[src/design/wbps_pkg.sv]
// package for the wildcard byte pattern search unit
// register indexes, field widths and parameter defaults; no dependencies
`default_nettype none

package wbps_pkg;

	localparam int MAX_PATTERN_DEF = 16;
	localparam int OFFSET_BITS_DEF = 32;

	localparam int BYTE_W    = 8;
	localparam int PATTERN_W = 64;
	localparam int CARE_W    = 16;
	localparam int LEN_W     = 5;
	localparam int OFFSET_W  = 32;
	localparam int CFG_IDX_W = 2;
	localparam int CFG_W     = 64;

	typedef enum logic [CFG_IDX_W-1:0] {
		REG_PATTERN_LOW    = 2'd0,
		REG_PATTERN_HIGH   = 2'd1,
		REG_CARE_MASK      = 2'd2,
		REG_PATTERN_LENGTH = 2'd3
	} cfg_reg_t;

endpackage

`default_nettype wire

[src/design/wildcard_byte_pattern_search_unit.sv]
// top level of the wildcard byte pattern search unit
// input register, masked window compare and result register; uses wbps_pkg
`default_nettype none

// Scans a region one byte per word and reports the first place where the
// newest pattern_length bytes match the configured pattern, with clear care
// bits acting as wildcards. One byte is taken every cycle while the result
// side keeps up; a byte is held in the input register and its result, if
// any, is loaded into the output register as the byte leaves it. The compare
// of all pattern lengths against the shifted window is the one combinational
// step between the two registers. A result is either found=1 with the start
// offset, or found=0 on the region's last byte; after a match the rest of the
// region gives no result. The user must write configuration only while the
// block is idle; the block itself does not enforce it.
module wildcard_byte_pattern_search_unit #(
	parameter int MAX_PATTERN = wbps_pkg::MAX_PATTERN_DEF,
	parameter int OFFSET_BITS = wbps_pkg::OFFSET_BITS_DEF
) (
	input  wire logic                           clk,
	input  wire logic                           arst_n,
	input  wire logic                           cfg_we,
	input  wire logic [wbps_pkg::CFG_IDX_W-1:0] cfg_index,
	input  wire logic [wbps_pkg::CFG_W-1:0]     cfg_data,
	input  wire logic                           s_axis_tvalid,
	output logic                                s_axis_tready,
	input  wire logic [wbps_pkg::BYTE_W-1:0]    s_axis_tdata,   // data_byte
	input  wire logic                           s_axis_tlast,   // last
	output logic                                m_axis_tvalid,
	input  wire logic                           m_axis_tready,
	output logic [wbps_pkg::OFFSET_W-1:0]       m_axis_tdata,   // match_offset
	output logic                                m_axis_tuser    // found
);

	localparam int BW = wbps_pkg::BYTE_W;

	logic [wbps_pkg::PATTERN_W-1:0] pattern_low_q;
	logic [wbps_pkg::PATTERN_W-1:0] pattern_high_q;
	logic [wbps_pkg::CARE_W-1:0]    care_mask_q;
	logic [wbps_pkg::LEN_W-1:0]     pattern_length_q;

	logic          in_valid_s1;
	logic [BW-1:0] in_byte_s1;
	logic          in_last_s1;

	logic [BW-1:0]          window_q [MAX_PATTERN];
	logic [OFFSET_BITS-1:0] seen_q;
	logic                   reported_q;

	logic                          out_valid_q;
	logic                          out_found_q;
	logic [wbps_pkg::OFFSET_W-1:0] out_offset_q;

	logic                                advance;
	logic                                fire;
	logic [wbps_pkg::LEN_W-1:0]          len_eff;
	logic [BW-1:0]                       win_next [MAX_PATTERN];
	logic [2*wbps_pkg::PATTERN_W-1:0]    pat_all;
	logic [MAX_PATTERN-1:0]              len_hit;
	logic                                hit_sel;
	logic [OFFSET_BITS-1:0]              seen_next;
	logic [OFFSET_BITS-1:0]              offset_full;
	logic                                match;
	logic                                emit;

	// handshake
	assign advance       = !out_valid_q || m_axis_tready;
	assign fire          = in_valid_s1 && advance;
	assign s_axis_tready = !in_valid_s1 || advance;

	assign m_axis_tvalid = out_valid_q;
	assign m_axis_tuser  = out_found_q;
	assign m_axis_tdata  = out_offset_q;

	// configuration registers
	always_ff @(posedge clk or negedge arst_n) begin
		if (!arst_n) begin
			pattern_low_q    <= '0;
			pattern_high_q   <= '0;
			care_mask_q      <= '0;
			pattern_length_q <= wbps_pkg::LEN_W'(1);
		end else if (cfg_we) begin
			unique case (wbps_pkg::cfg_reg_t'(cfg_index))
				wbps_pkg::REG_PATTERN_LOW:    pattern_low_q    <= cfg_data;
				wbps_pkg::REG_PATTERN_HIGH:   pattern_high_q   <= cfg_data;
				wbps_pkg::REG_CARE_MASK:      care_mask_q      <= cfg_data[wbps_pkg::CARE_W-1:0];
				wbps_pkg::REG_PATTERN_LENGTH: pattern_length_q <= cfg_data[wbps_pkg::LEN_W-1:0];
			endcase
		end
	end

	// input register
	always_ff @(posedge clk or negedge arst_n) begin
		if (!arst_n) begin
			in_valid_s1 <= 1'b0;
		end else if (s_axis_tready) begin
			in_valid_s1 <= s_axis_tvalid;
		end
	end

	always_ff @(posedge clk) begin
		if (s_axis_tready && s_axis_tvalid) begin
			in_byte_s1 <= s_axis_tdata;
			in_last_s1 <= s_axis_tlast;
		end
	end

	// masked compare over the shifted window
	assign pat_all = {pattern_high_q, pattern_low_q};
	assign len_eff = (pattern_length_q > wbps_pkg::LEN_W'(MAX_PATTERN)) ?
		wbps_pkg::LEN_W'(MAX_PATTERN) : pattern_length_q;

	always_comb begin
		win_next[0] = in_byte_s1;
		for (int k = 1; k < MAX_PATTERN; k++) begin
			win_next[k] = window_q[k-1];
		end
	end

	// one hit bit per candidate length
	always_comb begin
		for (int l = 0; l < MAX_PATTERN; l++) begin
			len_hit[l] = 1'b1;
			for (int j = 0; j <= l; j++) begin
				if (care_mask_q[j] && (win_next[l-j] != pat_all[BW*j +: BW])) begin
					len_hit[l] = 1'b0;
				end
			end
		end
	end

	always_comb begin
		hit_sel = 1'b0;
		for (int l = 0; l < MAX_PATTERN; l++) begin
			if (len_eff == wbps_pkg::LEN_W'(l + 1)) begin
				hit_sel = len_hit[l];
			end
		end
	end

	assign seen_next   = (seen_q == '1) ? seen_q : seen_q + 1'b1;
	assign offset_full = seen_next - OFFSET_BITS'(len_eff);
	assign match       = !reported_q && hit_sel && (seen_next >= OFFSET_BITS'(len_eff));
	assign emit        = !reported_q && (match || in_last_s1);

	// region state
	always_ff @(posedge clk or negedge arst_n) begin
		if (!arst_n) begin
			for (int k = 0; k < MAX_PATTERN; k++) begin
				window_q[k] <= '0;
			end
			seen_q     <= '0;
			reported_q <= 1'b0;
		end else if (fire) begin
			if (in_last_s1) begin
				for (int k = 0; k < MAX_PATTERN; k++) begin
					window_q[k] <= '0;
				end
				seen_q     <= '0;
				reported_q <= 1'b0;
			end else if (!reported_q) begin
				for (int k = 0; k < MAX_PATTERN; k++) begin
					window_q[k] <= win_next[k];
				end
				seen_q <= seen_next;
				if (match) begin
					reported_q <= 1'b1;
				end
			end
		end
	end

	// result register
	always_ff @(posedge clk or negedge arst_n) begin
		if (!arst_n) begin
			out_valid_q  <= 1'b0;
			out_found_q  <= 1'b0;
			out_offset_q <= '0;
		end else if (advance) begin
			out_valid_q <= fire && emit;
			if (fire && emit) begin
				out_found_q  <= match;
				out_offset_q <= match ? wbps_pkg::OFFSET_W'(offset_full) : '0;
			end
		end
	end

endmodule

`default_nettype wire

[config.mk]
export PLATFORM = sky130hd
export DESIGN_NAME = wildcard_byte_pattern_search_unit
export DESIGN_NICKNAME = d
export VERILOG_FILES = /design/src/design/wbps_pkg.sv /design/src/design/wildcard_byte_pattern_search_unit.sv
export SDC_FILE = /design/constraint.sdc
export NUM_CORES = 1
export LEC_CHECK = 0
export ABC_AREA = 1
export BUFFER_PORTS_ARGS = -buffer_cell sky130_fd_sc_hd__buf_2
export CELL_PAD_IN_SITES_DETAIL_PLACEMENT = 0
export CELL_PAD_IN_SITES_GLOBAL_PLACEMENT = 2
export CORE_ASPECT_RATIO = 0.8
export CORE_MARGIN = 4
export CORE_UTILIZATION = 32
export DETAILED_ROUTE_END_ITERATION = 8
export PLACE_DENSITY_LB_ADDON = 0.1
export SLEW_MARGIN = 10
export SYNTH_ARGS = -nofsm -noshare
export SYNTH_HDL_FRONTEND = slang
export SYNTH_SLANG_ARGS = --single-unit
export TNS_END_PERCENT = 10
[constraint.sdc]
create_clock -name clk -period 4.11 [get_ports clk]
set_input_delay 0.411 -clock clk [delete_from_list [all_inputs] [get_ports clk]]
set_output_delay 0.411 -clock clk [all_outputs]
set_load 0.01 [all_outputs]
# --- Word level (Yosys, flattened, before mapping) ---
# Index checks and enable logic that the tools add are counted.
totals:
  ff_bits: 346
  out_inout_bits: 35
  word_cells: 505
op_classes:
  add_sub_neg: 2
  n_lt_le_gt_ge: 2
  eq_ne: 157
  n_mux: 162
  n_reduce_logical: 155
op_table:
  columns: ["op", "count"]
  rows:
  - ["$ne A8 B8 Y1", 136]
  - ["$mux W128", 2]
  - ["$mux W1", 155]
  - ["$logic_and A1 B1 Y1", 142]
  - ["$mux W32", 4]
  - ["$eq A5 B4 Y1 const B", 8]
  - ["$add A32 B1 Y32 const B", 1]
  - ["$eq A32 B32 Y1 const B", 1]
  - ["$ge A32 B5 Y1", 1]
  - ["$sub A32 B5 Y32", 1]
  - ["$eq A5 B3 Y1 const B", 4]
  - ["$reduce_and A2 Y1", 6]
  - ["$eq A5 B2 Y1 const B", 2]
  - ["$eq A5 B1 Y1 const B", 1]
  - ["$eq A5 B5 Y1 const B", 1]
  - ["$gt A5 B5 Y1 const B", 1]
  - ["$mux W5", 1]
  - ["$eq A2 B2 Y1 const B", 2]
  - ["$logic_not A1 Y1", 3]
  - ["$logic_or A1 B1 Y1", 3]
  - ["$eq A2 B1 Y1 const B", 1]
  - ["$logic_not A2 Y1", 1]
  - ["$ne A2 B2 Y1 const B", 1]

# --- Depth between registers and ports, before layout ---
logic_depth:
  ltp_word: 25
  mapped_depth: 28

# --- Worst setup path after synthesis ---
# Ideal clock, no wire load.
synth_timing:
  path_type: "register to register"
  from: "register seen_q[1]"
  to: "register out_offset_q (netlist bit m_axis_tdata[29])"
  arrival_time_ns: 4.029
  t_required_ns: 4.045
  path_slack_ns: 0.016
  path_stages_with_launch: 26
  n_path_buf: 2
  cell_sequence: "dfrtp_1 ha_1 inv_1 nor3_4 nand2_2 nor2_4 nand2_2 buf_2 buf_1 o21ai_0 inv_1 ha_1 nand2_1 o21ai_0 inv_1 nor2_1 o21ai_0 inv_1 nor3_2 nand3_1 nor2_2 nand4_1 nor3_1 xor2_1 or2_2 nand2_1"
synth_via:
  elab_chain_cells: 8
synth_lines:
  columns: ["element", "line_no", "rtl"]
  rows:
  - ["start, declared", "wildcard_byte_pattern_search_unit.sv:46", "logic [OFFSET_BITS-1:0] seen_q;"]
  - ["start signal, assigned", "wildcard_byte_pattern_search_unit.sv:164", "seen_q <= seen_next;"]
  - ["$add A32 B1 Y32 / $eq A32 B32 Y1 (equally long branches)", "wildcard_byte_pattern_search_unit.sv:140", "assign seen_next = (seen_q == '1) ? seen_q : seen_q + 1'b1;"]
  - ["$mux W32 (*)", "wildcard_byte_pattern_search_unit.sv:140", null]
  - ["$ge A32 B5 Y1", "wildcard_byte_pattern_search_unit.sv:142", "assign match = !reported_q && hit_sel && (seen_next >= OFFSET_BITS'(len_eff));"]
  - ["$logic_and A1 B1 Y1", "wildcard_byte_pattern_search_unit.sv:142", null]
  - ["$logic_or A1 B1 Y1", "wildcard_byte_pattern_search_unit.sv:143", "assign emit = !reported_q && (match || in_last_s1);"]
  - ["$logic_and A1 B1 Y1", "wildcard_byte_pattern_search_unit.sv:143", null]
  - ["$logic_and A1 B1 Y1", "wildcard_byte_pattern_search_unit.sv:180", "if (fire && emit) begin"]
  - ["$reduce_and A2 Y1 (no source line)", null, null]
  - ["end signal, assigned", "wildcard_byte_pattern_search_unit.sv:182", "out_offset_q <= match ? wbps_pkg::OFFSET_W'(offset_full) : '0;"]
  - ["end, declared", "wildcard_byte_pattern_search_unit.sv:51", "logic [wbps_pkg::OFFSET_W-1:0] out_offset_q;"]
# Every way passes the cells marked *; elsewhere a longest branch is shown, timed or not.
# A chain may end at the register's enable or synchronous reset.

# --- Worst setup path after layout ---
layout_timing:
  from: "register pattern_low_q[11] in the netlist's numbering"
  to: "register out_offset_q (netlist bit m_axis_tdata[29])"
layout_via:
  elab_chain_cells: 24
layout_lines:
  columns: ["element", "line_no", "rtl"]
  rows:
  - ["start, declared", "wildcard_byte_pattern_search_unit.sv:36", "logic [wbps_pkg::PATTERN_W-1:0] pattern_low_q;"]
  - ["start signal, assigned", "wildcard_byte_pattern_search_unit.sv:83", "wbps_pkg::REG_PATTERN_LOW: pattern_low_q <= cfg_data;"]
  - ["$ne A8 B8 Y1", "wildcard_byte_pattern_search_unit.sv:124", "if (care_mask_q[j] && (win_next[l-j] != pat_all[BW*j +: BW])) begin"]
  - ["$logic_and A1 B1 Y1", "wildcard_byte_pattern_search_unit.sv:124", null]
  - ["$mux W1", "wildcard_byte_pattern_search_unit.sv:124", null]
  - ["$mux W1, on equally long branches (14 in series)", "wildcard_byte_pattern_search_unit.sv:134, wildcard_byte_pattern_search_unit.sv:124", null]
  - ["$mux W1 (*)", "wildcard_byte_pattern_search_unit.sv:134", "if (len_eff == wbps_pkg::LEN_W'(l + 1)) begin"]
  - ["$logic_and A1 B1 Y1 (*) (2 in series)", "wildcard_byte_pattern_search_unit.sv:142", null]
  - ["$logic_or A1 B1 Y1", "wildcard_byte_pattern_search_unit.sv:143", null]
  - ["$logic_and A1 B1 Y1", "wildcard_byte_pattern_search_unit.sv:143", null]
  - ["$logic_and A1 B1 Y1", "wildcard_byte_pattern_search_unit.sv:180", null]
  - ["$reduce_and A2 Y1 (no source line)", null, null]
# Marks and branches as above.

==> results by group <==
Cells and area
  • Area growth from synthesis to final layout: 18.23%
  • Layout cells sized above 1: a little over an eighth
  • Number of filler cells placed in the layout: roughly 10,000
  • Layout Utilization: a little under two fifths
  • Most frequent cells in the layout: sky130_fd_sc_hd__nand2_1, sky130_fd_sc_hd__buf_4, sky130_fd_sc_hd__xnor2_1
  • Most common cell after layout, fill and taps aside: sky130_fd_sc_hd__nand2_1
  • Final-stage net count: about 4,800

GRT
  • Total GRT Usage: a little over a third
  • Maximum number of pins on one net before global-route repair: between 100 and 150
  • Routing usage on met1: around 53%
  • Met3 GRT Util: roughly an eighth
  • Layer carrying the most global-route usage: met1
  • Overflow left after global routing: 0
  • Vias in the first global route: roughly 32,000
  • Initial antenna violation count: 4
  • Fraction of met2 tracks used by global routing: between 40 and 50%
  • Wire length of the first global-routing pass: between 200,000 and 300,000 um

Placed design
  • Sum of net half-perimeters after detailed placement: about 140,000 um
  • Buffers on Ports: 114
  • GP Congestion: approximately 1.0

Routing
  • Number of violations reported at the end of detailed-routing iteration 0: 4,804
  • Via-to-Cell Ratio: between 5 and 6
  • Wire length reported by the detailed router: roughly 180,000 um
  • Wire length per cell after detailed routing: around 30 um
  • Final ANT Viol Nets: 0
  • Number of remaining DRC errors: 0
  • DR pass1 iterations: 5
  • DR vias: 34,090

Worst setup path
  • Largest fanout on the critical path: 9
  • Arrival time of data at the critical path endpoint: 4.58 ns
  • Worst Setup Path Type: reg2reg
  • Data required time at the worst endpoint: ~4.7 ns
  • Nature of the critical path endpoint: flip-flop
  • Worst-case register-to-register setup slack: between 0.07 and 0.08 ns
  • Kind of launch point of the worst setup path: flip-flop

Outcome
  • Outcome: finished clean

Clock tree
  • Clock slew seen by the registers of the worst setup and hold paths: roughly 0.08 ns
  • Master cell of the clock root buffer: sky130_fd_sc_hd__clkbuf_16
  • Inserted Clock Buffers: 43
  • Longest Clk Path Bufs: 3
  • TritonCTS Sinks: between 300 and 400
  • Max H-tree Level: 2
  • Source-to-sink clock delay at the later pin of the worst-skew pair: approximately 0.65 ns
  • CTS tree: yes

Timing
  • Maximum achievable frequency: between 200 and 250 MHz
  • Unrepaired setup endpoints after global routing: no
  • Number of max-slew violations in the final report: 0
  • Final setup skew: roughly 0.055 ns
  • Fraction of the cycle the final worst path needs: approximately 98%
  • Measured slew at the worst slew-check pin: 1.151 ns
  • Final setup viols: 0
  • Final critical path time including I/O delays and setup: about 4.0 ns
  • Endpoints failing hold: 0
  • Sum of negative setup slack: 0 ns
  • Rel. slew slack: a little under a quarter
  • Hold WS: about 0.032 ns

Yosys
  • Cell type with the largest total area after synthesis: sky130_fd_sc_hd__dfrtp_1
  • Count of distinct cell types in the synthesized netlist: 52
  • Dominant synthesized flop cell: sky130_fd_sc_hd__dfrtp_1
  • Syn_area_per_cell: ~6.5 sq um
  • Synth Warn #: 0
  • Net count of the mapped netlist: about 4,600
  • Area of the mapped netlist: approximately 0.029 sq mm
  • Most area-consuming cells after synthesis: sky130_fd_sc_hd__dfrtp_1, sky130_fd_sc_hd__nand2_1, sky130_fd_sc_hd__xnor2_1
  • Asr flop ratio synth: a little over nine tenths
  • Post-synth EDFFs: 9
  • Number of instances in the synthesized netlist: between 4,000 and 5,000
  • Number of register bits inferred by synthesis: about 350
  • Sequential element share of the synthesized area: between 20% and 30%
  • Share of the synthesized area in the top cell type: between 20% and 30%

Die
  • Core area: 0.09117 sq mm
  • Vert. Die Dim: 279.0 um
  • Width of the die: 346.8 um
  • Ports: roughly 120
  • Rows: roughly 100
  • Initial Utilization: between 30% and 40%
  • Die Area: 0.09675 sq mm

Power
  • Total chip power: 17.98 mW
  • Total leakage power: approximately 16 nW
  • Worst vdd rail ir drop: between 0.3 and 0.4 mV
  • Power per cell area: ~520 mW/mm^2

Run
  • Max Cap Viol: 0

Hold path
  • Worst hold path class: in2reg
-- worst max-delay path, stage by stage, from the launching register on --
cell and delay [ns]:
sky130_fd_sc_hd__dfrtp_1 0.71, sky130_fd_sc_hd__inv_1 0.37, sky130_fd_sc_hd__buf_4 0.29, sky130_fd_sc_hd__nand2_1 0.07, sky130_fd_sc_hd__nand4_1 0.37, sky130_fd_sc_hd__nor4_1 0.36
sky130_fd_sc_hd__nor2_1 0.07, sky130_fd_sc_hd__a211oi_1 0.36, sky130_fd_sc_hd__nand4_1 0.14, sky130_fd_sc_hd__nand4_1 0.11, sky130_fd_sc_hd__nand2_1 0.10, sky130_fd_sc_hd__nand2_1 0.07
sky130_fd_sc_hd__nand2_1 0.04, sky130_fd_sc_hd__nand2_1 0.11, sky130_fd_sc_hd__buf_12 0.13, sky130_fd_sc_hd__nand2_4 0.06, sky130_fd_sc_hd__buf_4 0.18, sky130_fd_sc_hd__or2_2 0.30
sky130_fd_sc_hd__nand2_1 0.07
-- per-stage QoR --
stage / setup slack [ns] / std cells / cell area [sq um]
after floorplan: 0.01560 / 4511 / 29380
after global placement: -0.002627 / 5836 / 33060
after detailed placement: -0.002241 / 5836 / 33060
after CTS: 0.04791 / 5927 / 34640
after global routing: 0.02153 / 5930 / 34730
final: 0.07018 / 5933 / 34730
-- area by class of cell --
type	count	area, sq um	share of cell area (%)
clock buffer	66	1262	3.635
timing repair buffer	507	3775	10.87
clock inverter	14	212.7	0.6124
multi-input combinational	3406	17820	51.31
inverter	379	1434	4.128
tap	1212	1516	4.366
sequential	346	8705	25.06
antenna	3	7.507	0.02161
-- Yosys cell counts (all sizes together), types with 2 or more instances --
master,n
inv,347
nor4,30
xnor2,346
o21ai,189
a211oi,2
buf,116
a221oi,2
nand3b,3
nand4,302
o211ai,2
o221ai,46
o31ai,15
or2,15
nand2,1661
a21oi,16
nand3,149
o2111ai,7
o22ai,133
nor2,214
clkinv,32
clkbuf,264
o41ai,48
xor2,129
a31oi,3
nor3,79
edfxtp,9
dfrtp,336
ha,6
-- where the power goes --
group / internal (mW) / switching, mW / leakage [nW]
Combinational: 3.06 / 6.16 / 10.4
Sequential: 3.87 / 0.730 / 4.55
Clock: 2.39 / 1.78 / 0.718
-- worst paths after layout --
kind	endpoint	depth (start not counted)	start
setup / recovery	m_axis_tdata[29]	18	pattern_low_q[11]
hold / removal	pattern_high_q[31]	3	cfg_data[31]
setup reg to reg	m_axis_tdata[29]	18	pattern_low_q[11]
hold reg to reg	m_axis_tdata[26]	2	m_axis_tdata[26]
max in group asynchronous	pattern_length_q[0]	3	arst_n
min in group asynchronous	win_next[106]	2	arst_n
-- sequential cells by signal, indices dropped and copies added (netlist names) --
register and flops:
win_next 120, pattern_high_q 64, pattern_low_q 64, m_axis_tdata 32
seen_q 32, care_mask_q 16, in_byte_s1 8, pattern_length_q 5
in_last_s1 1, in_valid_s1 1, m_axis_tuser 1, m_axis_tvalid 1
reported_q 1
-- cells by family after synthesis --
group           after synthesis  synth area share, %
xor+xnor                    475                14.16
compound gates              471                10.23
flops                       346                29.63
simple gates               2453                35.65
fa+ha+maj                     7               0.3237
buf+inv                     759                10.01
-- routing by layer --
layer,vias up,routed length [um],part of all wire (%)
met5,-,13,0.0072
met4,2,6738,3.7
met3,326,23570,13
met2,2146,69880,39
met1,16610,80400,45
li1,15010,-,-
-- timing repair --
item,in CTS,in global routing
gates resized for setup,1,17
endpoints found under the setup margin,4,35
setup buffers,0,3
hold endpoints to repair,89,0
pin swaps,0,4
hold buffers,11,0
Power figures use the tool's default switching activity.
